## src/hw/rtl/assert_macros.svh

```systemverilog
// Assertion macros shared by the reconstruction RTL.
`ifndef ASSERT_MACROS_SVH
`define ASSERT_MACROS_SVH
`ifndef SYNTHESIS
`define PLMR_ASSERT(lbl, clk, rst_n, prop) \
  lbl: assert property (@(posedge clk) disable iff (!rst_n) prop) \
    else $error("assertion failed");
`define PLMR_NEVER(lbl, clk, rst_n, cond) \
  lbl: assert property (@(posedge clk) disable iff (!rst_n) !(cond)) \
    else $error("forbidden condition");
`else
`define PLMR_ASSERT(lbl, clk, rst_n, prop)
`define PLMR_NEVER(lbl, clk, rst_n, cond)
`endif
`endif

```

## src/hw/rtl/plmr_pkg.sv

```systemverilog
// Shared types and constants of the limited face reconstruction block.
package plmr_pkg;

  localparam int VAL_W   = 32;
  localparam int MAG_W   = VAL_W + 1;
  localparam int CF_W    = 20;
  localparam int FR_W    = 17;
  localparam int FACE_SH = 16;
  localparam int COEF_SH = 16;
  localparam int AB_W    = 2 * MAG_W - 1;
  localparam int MY_W    = 53;
  localparam int NUM_W   = 120;
  localparam int DEN_W   = 88;
  localparam int CNT_W   = 5;

  typedef struct packed {
    logic [MAG_W-1:0] mag_l;
    logic [MAG_W-1:0] mag_r;
    logic [MAG_W-1:0] mag_diff;
    logic             neg;
    logic             agree;
    logic [VAL_W-1:0] mid;
    logic [CF_W-1:0]  cf;
    logic [CF_W-1:0]  cb;
    logic [FR_W-1:0]  fu;
    logic [FR_W-1:0]  fl;
    logic             last;
  } job_t;

endpackage

```

## src/hw/rtl/plm_limited_face_reconstruct.sv

```systemverilog
// Top level of the limited piecewise linear face reconstruction block.
// A flat cell (disagreeing slopes) goes straight to the face values, a van Leer cell
// takes one product and a division, a Mignone cell a chain of products and a division.
// The back part takes a new word only when idle; the shared shift-add multiplier (one
// multiplier bit per cycle) and radix-2 divider (one quotient bit per cycle) pace it.
// The front accepts words every cycle while the two-entry queue has room.
// Reset is asynchronous and active low; it empties the window, queue and result.
module plm_limited_face_reconstruct (
  input  logic                              clk_i,
  input  logic                              rst_ni,
  input  logic                              push,
  output logic                              full,
  input  logic signed [plmr_pkg::VAL_W-1:0] cell_value_i,
  input  logic [plmr_pkg::CF_W-1:0]         coeff_forward_i,
  input  logic [plmr_pkg::CF_W-1:0]         coeff_backward_i,
  input  logic [plmr_pkg::FR_W-1:0]         frac_upper_i,
  input  logic [plmr_pkg::FR_W-1:0]         frac_lower_i,
  input  logic                              row_end_i,
  output logic                              empty,
  input  logic                              pop,
  output logic signed [plmr_pkg::VAL_W-1:0] face_upper_value_o,
  output logic signed [plmr_pkg::VAL_W-1:0] face_lower_value_o,
  output logic                              saturated_o,
  output logic                              last_of_row_o,
  input  logic                              cfg_valid_i,
  output logic                              cfg_ready_o,
  input  logic                              cfg_data_i
);

  logic           q_wr, q_full, q_valid, q_rd;
  plmr_pkg::job_t wr_job, rd_job;

  assign full        = q_full;
  assign cfg_ready_o = 1'b1;

  plmr_front u_front (
    .clk_i            (clk_i),
    .rst_ni           (rst_ni),
    .push             (push),
    .q_full_i         (q_full),
    .cell_value_i     (cell_value_i),
    .coeff_forward_i  (coeff_forward_i),
    .coeff_backward_i (coeff_backward_i),
    .frac_upper_i     (frac_upper_i),
    .frac_lower_i     (frac_lower_i),
    .row_end_i        (row_end_i),
    .q_wr_o           (q_wr),
    .q_job_o          (wr_job)
  );

  plmr_queue u_queue (
    .clk_i    (clk_i),
    .rst_ni   (rst_ni),
    .wr_i     (q_wr),
    .wr_job_i (wr_job),
    .full_o   (q_full),
    .rd_i     (q_rd),
    .valid_o  (q_valid),
    .rd_job_o (rd_job)
  );

  plmr_back u_back (
    .clk_i              (clk_i),
    .rst_ni             (rst_ni),
    .job_valid_i        (q_valid),
    .job_i              (rd_job),
    .job_pop_o          (q_rd),
    .cfg_wr_i           (cfg_valid_i && cfg_ready_o),
    .cfg_mode_i         (cfg_data_i),
    .pop                (pop),
    .empty              (empty),
    .face_upper_value_o (face_upper_value_o),
    .face_lower_value_o (face_lower_value_o),
    .saturated_o        (saturated_o),
    .last_of_row_o      (last_of_row_o)
  );

endmodule

```

## src/hw/rtl/plmr_front.sv

```systemverilog
// Front part: cell window, differences and classification of each word.
module plmr_front (
  input  logic                         clk_i,
  input  logic                         rst_ni,
  input  logic                         push,
  input  logic                         q_full_i,
  input  logic signed [plmr_pkg::VAL_W-1:0] cell_value_i,
  input  logic [plmr_pkg::CF_W-1:0]    coeff_forward_i,
  input  logic [plmr_pkg::CF_W-1:0]    coeff_backward_i,
  input  logic [plmr_pkg::FR_W-1:0]    frac_upper_i,
  input  logic [plmr_pkg::FR_W-1:0]    frac_lower_i,
  input  logic                         row_end_i,
  output logic                         q_wr_o,
  output plmr_pkg::job_t               q_job_o
);

  logic [plmr_pkg::VAL_W-1:0] older_q, older_d, mid_q, mid_d;
  logic [plmr_pkg::CF_W-1:0]  cf_q, cf_d, cb_q, cb_d;
  logic [plmr_pkg::FR_W-1:0]  fu_q, fu_d, fl_q, fl_d;
  logic [1:0]                 fill_q, fill_d;
  logic                       acc;
  logic [plmr_pkg::MAG_W-1:0] dl, dr, ma, mb;

  assign acc = push && !q_full_i;
  assign dl  = {mid_q[plmr_pkg::VAL_W-1], mid_q} - {older_q[plmr_pkg::VAL_W-1], older_q};
  assign dr  = {cell_value_i[plmr_pkg::VAL_W-1], cell_value_i}
             - {mid_q[plmr_pkg::VAL_W-1], mid_q};
  assign ma  = dl[plmr_pkg::MAG_W-1] ? -dl : dl;
  assign mb  = dr[plmr_pkg::MAG_W-1] ? -dr : dr;

  always_comb begin
    q_job_o.mag_l    = ma;
    q_job_o.mag_r    = mb;
    q_job_o.mag_diff = (ma >= mb) ? ma - mb : mb - ma;
    q_job_o.neg      = dl[plmr_pkg::MAG_W-1];
    q_job_o.agree    = (dl != '0) && (dr != '0)
                     && (dl[plmr_pkg::MAG_W-1] == dr[plmr_pkg::MAG_W-1]);
    q_job_o.mid      = mid_q;
    q_job_o.cf       = cf_q;
    q_job_o.cb       = cb_q;
    q_job_o.fu       = fu_q;
    q_job_o.fl       = fl_q;
    q_job_o.last     = row_end_i;
  end

  assign q_wr_o = acc && (fill_q == 2'd2);

  always_comb begin
    older_d = older_q;
    mid_d   = mid_q;
    cf_d    = cf_q;
    cb_d    = cb_q;
    fu_d    = fu_q;
    fl_d    = fl_q;
    fill_d  = fill_q;
    if (acc) begin
      older_d = mid_q;
      mid_d   = cell_value_i;
      cf_d    = coeff_forward_i;
      cb_d    = coeff_backward_i;
      fu_d    = frac_upper_i;
      fl_d    = frac_lower_i;
      if (fill_q != 2'd2) begin
        fill_d = fill_q + 2'd1;
      end
      if (row_end_i) begin
        fill_d = 2'd0;
      end
    end
  end

  always_ff @(posedge clk_i or negedge rst_ni) begin
    if (!rst_ni) begin
      older_q <= '0;
      mid_q   <= '0;
      cf_q    <= '0;
      cb_q    <= '0;
      fu_q    <= '0;
      fl_q    <= '0;
      fill_q  <= '0;
    end else begin
      older_q <= older_d;
      mid_q   <= mid_d;
      cf_q    <= cf_d;
      cb_q    <= cb_d;
      fu_q    <= fu_d;
      fl_q    <= fl_d;
      fill_q  <= fill_d;
    end
  end

endmodule

```

## src/hw/rtl/plmr_queue.sv

```systemverilog
// Two-entry queue of classified words between the front and back parts.
`include "assert_macros.svh"
module plmr_queue (
  input  logic           clk_i,
  input  logic           rst_ni,
  input  logic           wr_i,
  input  plmr_pkg::job_t wr_job_i,
  output logic           full_o,
  input  logic           rd_i,
  output logic           valid_o,
  output plmr_pkg::job_t rd_job_o
);

  plmr_pkg::job_t slot_q [2];
  logic           wptr_q, wptr_d, rptr_q, rptr_d;
  logic [1:0]     cnt_q, cnt_d;

  assign full_o   = (cnt_q == 2'd2);
  assign valid_o  = (cnt_q != 2'd0);
  assign rd_job_o = slot_q[rptr_q];

  always_comb begin
    wptr_d = wptr_q;
    rptr_d = rptr_q;
    cnt_d  = cnt_q;
    if (wr_i) begin
      wptr_d = !wptr_q;
    end
    if (rd_i) begin
      rptr_d = !rptr_q;
    end
    if (wr_i && !rd_i) begin
      cnt_d = cnt_q + 2'd1;
    end else if (rd_i && !wr_i) begin
      cnt_d = cnt_q - 2'd1;
    end
  end

  always_ff @(posedge clk_i) begin
    if (wr_i) begin
      slot_q[wptr_q] <= wr_job_i;
    end
  end

  always_ff @(posedge clk_i or negedge rst_ni) begin
    if (!rst_ni) begin
      wptr_q <= 1'b0;
      rptr_q <= 1'b0;
      cnt_q  <= 2'd0;
    end else begin
      wptr_q <= wptr_d;
      rptr_q <= rptr_d;
      cnt_q  <= cnt_d;
    end
  end

  `PLMR_NEVER(a_no_overrun, clk_i, rst_ni, wr_i && full_o)
  `PLMR_NEVER(a_no_underrun, clk_i, rst_ni, rd_i && !valid_o)
  `PLMR_ASSERT(a_ptr_count, clk_i, rst_ni, (cnt_q == 2'd1) |-> (wptr_q != rptr_q))

endmodule

```

## src/hw/rtl/plmr_back.sv

```systemverilog
// Back part: limiter arithmetic, division, face values and result register.
`include "assert_macros.svh"
module plmr_back (
  input  logic                        clk_i,
  input  logic                        rst_ni,
  input  logic                        job_valid_i,
  input  plmr_pkg::job_t              job_i,
  output logic                        job_pop_o,
  input  logic                        cfg_wr_i,
  input  logic                        cfg_mode_i,
  input  logic                        pop,
  output logic                        empty,
  output logic [plmr_pkg::VAL_W-1:0]  face_upper_value_o,
  output logic [plmr_pkg::VAL_W-1:0]  face_lower_value_o,
  output logic                        saturated_o,
  output logic                        last_of_row_o
);

  localparam logic [3:0] ST_IDLE = 4'd0;
  localparam logic [3:0] ST_AB   = 4'd1;
  localparam logic [3:0] ST_CFA  = 4'd2;
  localparam logic [3:0] ST_CBB  = 4'd3;
  localparam logic [3:0] ST_NUM  = 4'd4;
  localparam logic [3:0] ST_D2   = 4'd5;
  localparam logic [3:0] ST_DEN  = 4'd6;
  localparam logic [3:0] ST_DCHK = 4'd7;
  localparam logic [3:0] ST_DIV  = 4'd8;
  localparam logic [3:0] ST_FU   = 4'd9;
  localparam logic [3:0] ST_FL   = 4'd10;
  localparam logic [3:0] ST_OUT  = 4'd11;

  localparam int VW = plmr_pkg::VAL_W;
  localparam int NW = plmr_pkg::NUM_W;
  localparam int DW = plmr_pkg::DEN_W;
  localparam int YW = plmr_pkg::MY_W;

  logic [3:0]                state_q, state_d;
  plmr_pkg::job_t            job_q, job_d;
  logic                      mode_q, mode_d;
  logic [plmr_pkg::AB_W-1:0] ab_q, ab_d;
  logic [YW-1:0]             t_q, t_d, my_q, my_d, t_sum;
  logic [NW-1:0]             num_q, num_d, mx_q, mx_d, acc_q, acc_d;
  logic [DW-1:0]             den_q, den_d, rem_q, rem_d;
  logic [VW-1:0]             nsh_q, nsh_d, quo_q, quo_d;
  logic [plmr_pkg::CNT_W-1:0] cnt_q, cnt_d;
  logic                      sat_q, sat_d;
  logic [VW-1:0]             up_q, up_d, lo_q, lo_d;
  logic                      outv_q, outv_d;
  logic [VW-1:0]             ou_q, ou_d, ol_q, ol_d;
  logic                      os_q, os_d, oe_q, oe_d;
  logic                      mul_busy;
  logic [DW:0]               r2;
  logic [plmr_pkg::FR_W-1:0] frac;
  logic [plmr_pkg::FR_W+VW-1:0] prod;
  logic [VW+2:0]             mid_x, term_x, fsum;
  logic                      add_term, ov_hi, ov_lo;
  logic [VW-1:0]             face;

  assign mul_busy = (my_q != '0);
  assign t_sum    = t_q + acc_q[YW-1:0];
  assign r2       = {rem_q, nsh_q[VW-1]};

  assign frac     = (state_q == ST_FU) ? job_q.fu : job_q.fl;
  assign prod     = frac * quo_q;
  assign add_term = (state_q == ST_FU) ? !job_q.neg : job_q.neg;
  assign mid_x    = {{3{job_q.mid[VW-1]}}, job_q.mid};
  assign term_x   = {2'b00, prod[plmr_pkg::FR_W+VW-1:plmr_pkg::FACE_SH]};
  assign fsum     = add_term ? mid_x + term_x : mid_x - term_x;
  assign ov_hi    = !fsum[VW+2] && (fsum[VW+2:VW-1] != 4'b0000);
  assign ov_lo    = fsum[VW+2] && (fsum[VW+2:VW-1] != 4'b1111);

  always_comb begin
    face = fsum[VW-1:0];
    if (ov_hi) begin
      face = {1'b0, {(VW-1){1'b1}}};
    end else if (ov_lo) begin
      face = {1'b1, {(VW-1){1'b0}}};
    end
  end

  assign job_pop_o = (state_q == ST_IDLE) && job_valid_i;

  always_comb begin
    state_d = state_q;
    job_d   = job_q;
    mode_d  = cfg_wr_i ? cfg_mode_i : mode_q;
    ab_d    = ab_q;
    t_d     = t_q;
    num_d   = num_q;
    den_d   = den_q;
    mx_d    = mx_q;
    my_d    = my_q;
    acc_d   = acc_q;
    rem_d   = rem_q;
    nsh_d   = nsh_q;
    quo_d   = quo_q;
    cnt_d   = cnt_q;
    sat_d   = sat_q;
    up_d    = up_q;
    lo_d    = lo_q;
    outv_d  = outv_q;
    ou_d    = ou_q;
    ol_d    = ol_q;
    os_d    = os_q;
    oe_d    = oe_q;

    if (pop && outv_q) begin
      outv_d = 1'b0;
    end

    if ((state_q >= ST_AB) && (state_q <= ST_DEN) && mul_busy) begin
      acc_d = my_q[0] ? acc_q + mx_q : acc_q;
      mx_d  = mx_q << 1;
      my_d  = my_q >> 1;
    end else begin
      case (state_q)
        ST_IDLE: begin
          if (job_valid_i) begin
            job_d = job_i;
            sat_d = 1'b0;
            quo_d = '0;
            acc_d = '0;
            if (job_i.agree) begin
              mx_d    = NW'(job_i.mag_l);
              my_d    = YW'(job_i.mag_r);
              state_d = ST_AB;
            end else begin
              state_d = ST_FU;
            end
          end
        end
        ST_AB: begin
          ab_d  = acc_q[plmr_pkg::AB_W-1:0];
          acc_d = '0;
          if (!mode_q) begin
            num_d   = acc_q << 1;
            den_d   = DW'(job_q.mag_l) + DW'(job_q.mag_r);
            state_d = ST_DCHK;
          end else begin
            mx_d    = NW'(job_q.mag_l);
            my_d    = YW'(job_q.cf);
            state_d = ST_CFA;
          end
        end
        ST_CFA: begin
          t_d     = acc_q[YW-1:0];
          acc_d   = '0;
          mx_d    = NW'(job_q.mag_r);
          my_d    = YW'(job_q.cb);
          state_d = ST_CBB;
        end
        ST_CBB: begin
          acc_d   = '0;
          mx_d    = NW'(ab_q);
          my_d    = t_sum;
          state_d = ST_NUM;
        end
        ST_NUM: begin
          num_d   = acc_q;
          acc_d   = '0;
          mx_d    = NW'(job_q.mag_diff);
          my_d    = YW'(job_q.mag_diff);
          state_d = ST_D2;
        end
        ST_D2: begin
          den_d   = DW'(acc_q) << plmr_pkg::COEF_SH;
          acc_d   = '0;
          mx_d    = NW'(ab_q);
          my_d    = YW'({1'b0, job_q.cf} + {1'b0, job_q.cb});
          state_d = ST_DEN;
        end
        ST_DEN: begin
          den_d   = den_q + acc_q[DW-1:0];
          state_d = ST_DCHK;
        end
        ST_DCHK: begin
          if (den_q == '0) begin
            quo_d   = '0;
            state_d = ST_FU;
          end else if (num_q >= {den_q, {VW{1'b0}}}) begin
            quo_d   = '1;
            sat_d   = 1'b1;
            state_d = ST_FU;
          end else begin
            rem_d   = num_q[NW-1:VW];
            nsh_d   = num_q[VW-1:0];
            cnt_d   = '1;
            state_d = ST_DIV;
          end
        end
        ST_DIV: begin
          if (r2 >= {1'b0, den_q}) begin
            rem_d = DW'(r2 - {1'b0, den_q});
            quo_d = {quo_q[VW-2:0], 1'b1};
          end else begin
            rem_d = r2[DW-1:0];
            quo_d = {quo_q[VW-2:0], 1'b0};
          end
          nsh_d = nsh_q << 1;
          cnt_d = cnt_q - 1'b1;
          if (cnt_q == '0) begin
            state_d = ST_FU;
          end
        end
        ST_FU: begin
          up_d    = face;
          sat_d   = sat_q || ov_hi || ov_lo;
          state_d = ST_FL;
        end
        ST_FL: begin
          lo_d    = face;
          sat_d   = sat_q || ov_hi || ov_lo;
          state_d = ST_OUT;
        end
        ST_OUT: begin
          if (!outv_q || pop) begin
            outv_d  = 1'b1;
            ou_d    = up_q;
            ol_d    = lo_q;
            os_d    = sat_q;
            oe_d    = job_q.last;
            state_d = ST_IDLE;
          end
        end
        default: begin
          state_d = ST_IDLE;
        end
      endcase
    end
  end

  always_ff @(posedge clk_i) begin
    job_q <= job_d;
    ab_q  <= ab_d;
    t_q   <= t_d;
    num_q <= num_d;
    den_q <= den_d;
    mx_q  <= mx_d;
    acc_q <= acc_d;
    rem_q <= rem_d;
    nsh_q <= nsh_d;
    quo_q <= quo_d;
    cnt_q <= cnt_d;
    sat_q <= sat_d;
    up_q  <= up_d;
    lo_q  <= lo_d;
    ou_q  <= ou_d;
    ol_q  <= ol_d;
    os_q  <= os_d;
    oe_q  <= oe_d;
  end

  always_ff @(posedge clk_i or negedge rst_ni) begin
    if (!rst_ni) begin
      state_q <= ST_IDLE;
      mode_q  <= 1'b0;
      my_q    <= '0;
      outv_q  <= 1'b0;
    end else begin
      state_q <= state_d;
      mode_q  <= mode_d;
      my_q    <= my_d;
      outv_q  <= outv_d;
    end
  end

  assign empty              = !outv_q;
  assign face_upper_value_o = ou_q;
  assign face_lower_value_o = ol_q;
  assign saturated_o        = os_q;
  assign last_of_row_o      = oe_q;

  `PLMR_ASSERT(a_div_den_nonzero, clk_i, rst_ni, (state_q == ST_DIV) |-> (den_q != '0))
  `PLMR_ASSERT(a_result_held, clk_i, rst_ni, (outv_q && !pop) |=> (outv_q && $stable(ou_q)))
  `PLMR_ASSERT(a_pop_only_idle, clk_i, rst_ni, job_pop_o |=> (state_q != ST_IDLE))

endmodule
```

## config.mk

```make
export PLATFORM = sky130hd
export DESIGN_NAME = plm_limited_face_reconstruct
export DESIGN_NICKNAME = d
export VERILOG_FILES = /design/src/hw/rtl/plmr_pkg.sv /design/src/hw/rtl/plm_limited_face_reconstruct.sv /design/src/hw/rtl/plmr_front.sv /design/src/hw/rtl/plmr_queue.sv /design/src/hw/rtl/plmr_back.sv
export VERILOG_INCLUDE_DIRS = /design/src /design/src/hw/rtl
export SDC_FILE = /design/constraint.sdc
export NUM_CORES = 2
export LEC_CHECK = 0
export BUFFER_PORTS_ARGS = -buffer_cell sky130_fd_sc_hd__buf_2
export CAP_MARGIN = 20
export CORE_MARGIN = 2
export CORE_UTILIZATION = 60
export CTS_CLUSTER_DIAMETER = 40
export DETAILED_ROUTE_END_ITERATION = 8
export GPL_TIMING_DRIVEN = 0
export PLACE_DENSITY = 0.76
export SLEW_MARGIN = 20
export SYNTH_ARGS = -nofsm -noshare
export SYNTH_HDL_FRONTEND = slang
export SYNTH_SLANG_ARGS = --single-unit
```

## constraint.sdc

```tcl
create_clock -name clk_i -period 14.17 [get_ports clk_i]
set_input_delay 2.1255 -clock clk_i [delete_from_list [all_inputs] [get_ports clk_i]]
set_output_delay 2.1255 -clock clk_i [all_outputs]
set_load 0.02 [all_outputs]
```

Yosys cells after proc, flatten, opt, wreduce, memory -nomap -nowiden
Memories as Yosys holds them, arrays and structs flattened.
Cells that the tools add are included.
- flip-flop bits (word level): 1264
- memory bits (writable): 416
- input port bits: 113
- output and inout bits: 69
- logic and storage cells: 223
- memories: 1
- memory list (memory ; depth ; width ; rd ports ; clocked after Yosys merged registers in ; write ports ; RTL line ; RTL):
    u_queue.slot_q ; 2 ; 208 ; 1 ; 0 ; 1 ; plmr_queue.sv:14 ; plmr_pkg::job_t slot_q [2];
- $add $sub $neg: 18
- multipliers: 1
- $lt $le $gt $ge: 5
- eq/ne operators: 30
- mux-type cells: 63
- bitwise operators: 1
- reduce and logical (&&, ||, !) cells: 62
- operators by type and width (operator ; number):
    $mux W120 ; 8
    $pmux W120 S5 ; 1
    $pmux W120 S2 ; 2
    $mux W88 ; 4
    $pmux W53 S6 ; 1
    $pmux W88 S3 ; 1
    $mux W32 ; 7
    $mux W53 ; 4
    $pmux W88 S2 ; 1
    $add A120 B120 Y120 ; 1
    $ge A120 B120 Y1 ; 1
    $mux W33 ; 3
    $pmux W32 S3 ; 1
    $ge A89 B88 Y1 ; 1
    $add A88 B88 Y88 ; 1
    $logic_not A88 Y1 ; 1
    $sub A88 B88 Y88 ; 1
    $neg A33 Y33 ; 2
    $reduce_bool A33 Y1 ; 2
    $sub A32 B32 Y33 ; 2
    $sub A33 B33 Y33 ; 2
    $pmux W32 S2 ; 1
    $add A53 B53 Y53 ; 1
    $reduce_bool A53 Y1 ; 1
    other kinds (50) ; 130

Longest topological paths before layout
- depth after elaboration: 10
- gate-level depth with buffers: 48
- mapped depth without buffers: 44

By module
Synthesis repeated with hierarchy kept, for this count alone.
- cell total of the unflattened synthesis: 11870
- area total of the unflattened synthesis: 118675.1 um2
- modules (own cells, without submodules) (module ; times used ; cells each ; area each (um2) ; sequential area each (um2)):
    plmr_back ; 1 ; 9206 ; 88192.1 ; 33327.0
    plmr_queue ; 1 ; 663 ; 15628.7 ; 12592.1
    plmr_front ; 1 ; 1999 ; 14843.0 ; 3503.4
    plm_limited_face_reconstruct ; 1 ; 2 ; 11.3 ; 0.0

Worst setup path before layout
OpenSTA, ideal clock, no wires.
- kind: reg-to-reg
- start point: register u_back.state_q[1]
- end point: register u_back.sat_q, data pin
- library setup time: 0.264 ns
- arrival time: 12.136 ns
- data required time: 13.906 ns
- slack: 1.770 ns
- cell stages (with the launch flop): 45
- buffers on the path: 3
- period minus slack after synthesis: 12.400 ns
- path through: dfrtp_1 clkbuf_1 nand2b_1 nor2_1 clkbuf_1 mux2_2 clkbuf_1 nand2_1 fa_1 fa_1 inv_1 fa_1 fa_1 fa_1 inv_1 fa_1 inv_1 ha_1 [... 9 more ...] nor3_1 a31oi_1 xor2_1 ha_1 a21oi_1 nor2_1 a211oi_1 o31a_1 o22ai_1 a21oi_1 a21oi_1 a31oi_1 nor2_1 a211o_1 or4_1 a2111o_1 nand2_1 nor3_1
- cells in the longest elaborated chain, start to end: 10
- elaborated cells between the ends (all ways): 19
- classes of those cells: add/sub (2); mul (1); eq/ne (4); mux (4); reduce/logical (8)
- RTL lines (what ; RTL line ; RTL):
    start: declaration ; plmr_back.sv:37 ; logic [3:0] state_q, state_d;
    start signal: assignment ; plmr_back.sv:260 ; state_q <= state_d;
    $eq A4 B4 Y1 ; plmr_back.sv:63, plmr_back.sv:65, plmr_back.sv:116 ;
    $mux W17 ; plmr_back.sv:63 ; assign frac = (state_q == ST_FU) ? job_q.fu : job_q.fl;
    $mul A17 B32 Y49 ; plmr_back.sv:64 ; assign prod = frac * quo_q;
    $sub A32 B34 Y35 or $add A32 B34 Y35 (tied branches) ; plmr_back.sv:68 ; assign fsum = add_term ? mid_x + term_x : mid_x - term_x;
    $mux W35 ; plmr_back.sv:68 ;
    $reduce_bool A4 Y1 or $logic_not A1 Y1 (tied branches) ; plmr_back.sv:69 ; assign ov_hi = !fsum[VW+2] && (fsum[VW+2:VW-1] != 4'b0000);
    $logic_and A1 B1 Y1 ; plmr_back.sv:69 ;
    $logic_or A1 B1 Y1 (2 in a row) ; plmr_back.sv:207, plmr_back.sv:212 ;
    $pmux W1 S3 * ; plmr_back.sv:116 ; case (state_q)
    end signal: assignment ; plmr_back.sv:244 ; sat_q <= sat_d;
    end: declaration ; plmr_back.sv:46 ; logic sat_q, sat_d;
Mark *: on every way between the ends. The rest lies on a longest branch, timed or not.
A chain may end at the register's enable or synchronous reset.

Worst setup path in the final report
- start point: register u_back.state_q[3]
- end point: register u_back.up_q[2], data pin
- cells in the longest elaborated chain, start to end: 9
- elaborated cells between the ends (all ways): 14
- classes of those cells: add/sub (2); mul (1); eq/ne (2); mux (5); reduce/logical (4)
- RTL lines (what ; RTL line ; RTL):
    $eq A4 B4 Y1 * ; plmr_back.sv:63, plmr_back.sv:65 ;
    $mux W17 ; plmr_back.sv:63 ;
    $mul A17 B32 Y49 ; plmr_back.sv:64 ;
    $sub A32 B34 Y35 or $add A32 B34 Y35 (tied branches) ; plmr_back.sv:68 ;
    $mux W35 * ; plmr_back.sv:68 ;
    $ne A4 B4 Y1 ; plmr_back.sv:70 ; assign ov_lo = fsum[VW+2] && (fsum[VW+2:VW-1] != 4'b1111);
    $logic_and A1 B1 Y1 ; plmr_back.sv:70 ;
    $mux W32 ; plmr_back.sv:76 ; end else if (ov_lo) begin
    $mux W32 * ; plmr_back.sv:74 ; if (ov_hi) begin
    net u_back.face[2] ; plmr_back.sv:57 ; logic [VW-1:0] face;
    end signal: assignment ; plmr_back.sv:245 ; up_q <= up_d;
    end: declaration ; plmr_back.sv:47 ; logic [VW-1:0] up_q, up_d, lo_q, lo_d;
Mark *: on every way through the listed nets, which the timed path passes. The rest lies on a longest branch.

==> flow_metrics.tcl <==
set metrics [dict create \
    cts_tree "yes" \
    drc 16 \
    grt_pass1_vias 90853 \
    clkTransAtPathRegs_ns 0.06 \
    synth.distinct_cells 116 \
    synth-compound-area-share_pct 15.0 \
    die_y_um 443 \
    insertion_delay_ns 0.91 \
    nNetsFinal 13030 \
    die_x_um 443 \
    routed_wl_mm 370 \
    final_util_pct 67.9 \
    first_pass_iters 9 \
    synth_warnings 0 \
    cp_top_family "adder cells" \
    grt_pass1_wl_mm 554 \
    synthTopCellsByCount "1476 x edfxtp_1, 1406 x nand2_1, 863 x inv_1" \
    finalHoldViolations 0 \
    synthMuxAreaShare_pct 3.76 \
    die_area_sq_mm 0.196 \
    syn_to_final_growth_pct 12.1 \
    postCtsSetupBuffers 0 \
    finalCritPeriodShare_pct 96.6 \
    wl_per_cell_um 25.7 \
    place.gp.congestion 1.06 \
    clockBufferDepth 3 \
    syn_area_per_cell_sq_um 10.3 \
    synth_top_area_share_pct 38.4 \
    fin_crit_ns 13.68 \
    slowest_delay_ns 0.71 \
    cts_htree_levels 4 \
    crit_fanout 41 \
    cts_sinks 1680 \
    synth-adder-area-share_pct 16.4 \
    ys_seq_area_share_pct 42.8 \
    finalSetupViolations 0 \
    synth_top_family_by_area "adder cells" \
    violations "design-rule violations" \
    drive_gt1_share_pct 9.76 \
    num_rows 160 \
    async_flop_share_pct 12.1 \
    cts_made_buffers 238 \
    synth_cells 11203 \
    synth_top_area_cell "edfxtp_1" \
    multiInputGateArea_sq_mm 0.0610 \
    synth_edf_count 1476 \
    ioPinCount 182 \
    synth-simple-area-share_pct 12.8 \
    finalClockSkew_ns 0.0594 \
    worstPathArrival_ns 14.27 \
    yosys_register_bits 1680 \
    synth-xor-area-share_pct 4.73 \
    io_buffers 180 \
    slew_violations 0 \
    fill_cells 14393 \
    crit_path_frequent_cell "fa_1" \
    ys_top_cells_by_area "edfxtp_1 38%, ha_1 8.4%, fa_1 7.9%, nand2_1 4.6%, dfrtp_1 4.4%" \
    cp.required_ns 14.76 \
    seqCellArea_sq_mm 0.0494 \
    ant_nets 0 \
    dp_hpwl_mm 288 \
    antenna_found_initial 17 \
    hold_path.class "flop to flop" \
    drt_iter0_drc 11436 \
    max_slew.worst_pin.slew_ns 1.26 \
    grt_max_degree 76 \
    crit_slowest_cell "or4b_2" \
    grt.overflow.total 0 \
    yosysMostFrequentCell "edfxtp_1" \
    syn-num-nets 12553 \
    maxSlewHeadroom_pct 15.2 \
    core-area_sq_mm 0.191 \
    crit_path_end_kind "flop" \
    outcome "finished, violations left" \
    post_drt_via_cell_ratio 6.44 \
    max_clock_freq_mhz 73.1 \
    cap_violations 0 \
    clockRootBuffer "clkbuf_16" \
    synth_ff_type "edfxtp_1" \
    initial_core_util_pct 60.5 \
    syn_area_sq_mm 0.115 \
    grtUsageTotal_pct 37.3 \
    via_count 92787 \
    cp-start-kind "flop" \
    setup.worst_path.class "flop to flop" \
    path_buf_inv 8 \
]
==> placed cells by master (no fill, tap or decap), types with 35 or more instances in the layout <==
master     instances
a211oi_1          49
a21o_1           398
a21oi_1          780
a221oi_1          41
a222oi_1          49
a22oi_1           54
a31oi_1          120
and2_1           289
and3_1            65
buf_1             40
buf_16            35
buf_2            189
clkbuf_1         430
clkbuf_16        241
dfrtp_1          203
edfxtp_1        1476
fa_1             458
ha_1             779
inv_1            863
mux2_2           345
mux2i_1           45
nand2_1         1404
nand2b_1         102
nand3_1          160
nand4_1          145
nor2_1           586
nor2b_1           68
nor3_1           129
nor4_1            69
o211ai_1          43
o21a_1            70
o21ai_0          642
o21bai_1         110
o22ai_1           36
o31ai_1           54
or3_1             41
xnor2_1          353
xor2_1           261
==> sequential cells by signal, indices dropped and copies added (netlist names), 53 cells and up <==
name	cells
u_back.rem_q	88
u_queue.slot_q	416
u_back.num_q	120
u_back.t_q	53
u_back.mx_q	120
u_back.den_q	88
u_back.job_q	207
u_back.acc_q	120
u_back.my_q	53
u_back.ab_q	65
==> worst paths after layout <==
| kind | startpoint | slack, ns | to | depth (start not counted) |
|---|---|---|---|---|
| max in group asynchronous | rst_ni | 11.67 | u_front.fu_q[9]$_DFFE_PN0P_ | 3 |
| min | u_back.lo_q[20]$_DFFE_PP_ | 0.41 | u_back.face_lower_value_o[20]$_DFFE_PP_ | 0 |
| min reg2reg | u_back.lo_q[20]$_DFFE_PP_ | 0.41 | u_back.face_lower_value_o[20]$_DFFE_PP_ | 0 |
| max | u_back.state_q[3]$_DFFE_PN0P_ | 0.49 | u_back.up_q[2]$_DFFE_PP_ | 45 |
| min in group asynchronous | rst_ni | 1.17 | u_back.my_q[33]$_DFFE_PN0P_ | 1 |
| max reg2reg | u_back.state_q[3]$_DFFE_PN0P_ | 0.49 | u_back.up_q[2]$_DFFE_PP_ | 45 |
==> kinds of logic (layout without fill, tap and decap cells) <==
| group | count (synthesis) | in the layout |
|---|---|---|
| flops | 1680 | 1680 |
| compound gates | 2727 | 2727 |
| fa+ha+maj | 1237 | 1237 |
| xor+xnor | 620 | 620 |
| other cells | 1 | 8 |
| mux | 390 | 390 |
| simple gates | 3186 | 3186 |
| buf+inv | 1362 | 2053 |
==> per-layer routing <==
metal  vias to the layer above  GRT usage [%]  part of all wire (%)
li1                      41111              -                     -
met3                      1131           8.61                    11
met1                     45246           49.4                    38
met2                      5293           56.8                    44
met4                         6           20.6                   6.4
met5                         -              0                0.0076
==> per-stage QoR <==
step                instances  worst slack, ns  area, sq um   TNS (ns)  hold WS (ns)
floorplan               11203             1.77       115000          0         0.400
global placement        13894            -3.65       119000   -1207.58         0.403
detailed placement      13950           -0.472       121000     -14.00         0.405
CTS                     14404           0.0183       129000          0         0.419
global route            14405        -0.000983       129000  -0.000983         0.418
finish                  14412            0.486       129000          0         0.413
==> final cells by class <==
class	count	share of cell area [%]
Tap cell	2511	2.43
Inverter	864	2.51
Antenna cell	7	0.0135
Buffer	498	1.54
Timing Repair Buffer	237	1.72
Clock inverter	189	1.69
Multi-Input combinational cell	8161	47.1
Sequential cell	1680	38.2
Clock buffer	265	4.76
==> worst reg2reg max path, delay by kind of cell (launching register included) <==
| kind | cells | cell delay [ns] |
|---|---|---|
| AND/OR/NAND/NOR | 12 | 3.04 |
| buffers and inverters | 8 | 1.57 |
| adder cells (fa/ha/maj) | 8 | 3.70 |
| multiplexers | 1 | 0.54 |
| XOR/XNOR | 3 | 0.94 |
| AO/OA/AOI/OAI | 13 | 3.28 |
| flip-flops | 1 | 0.32 |
==> timing repair <==
action / 4_1_cts / 5_1_grt
hold buffers: 0 / 0
resized for setup: 12 / 53
endpoints found under the setup margin: 63 / 65
pin swaps: 0 / 0
Power is left out: the tool's default activity adds up to more than one toggle a clock period on the data nets, which glitch-free logic cannot reach.
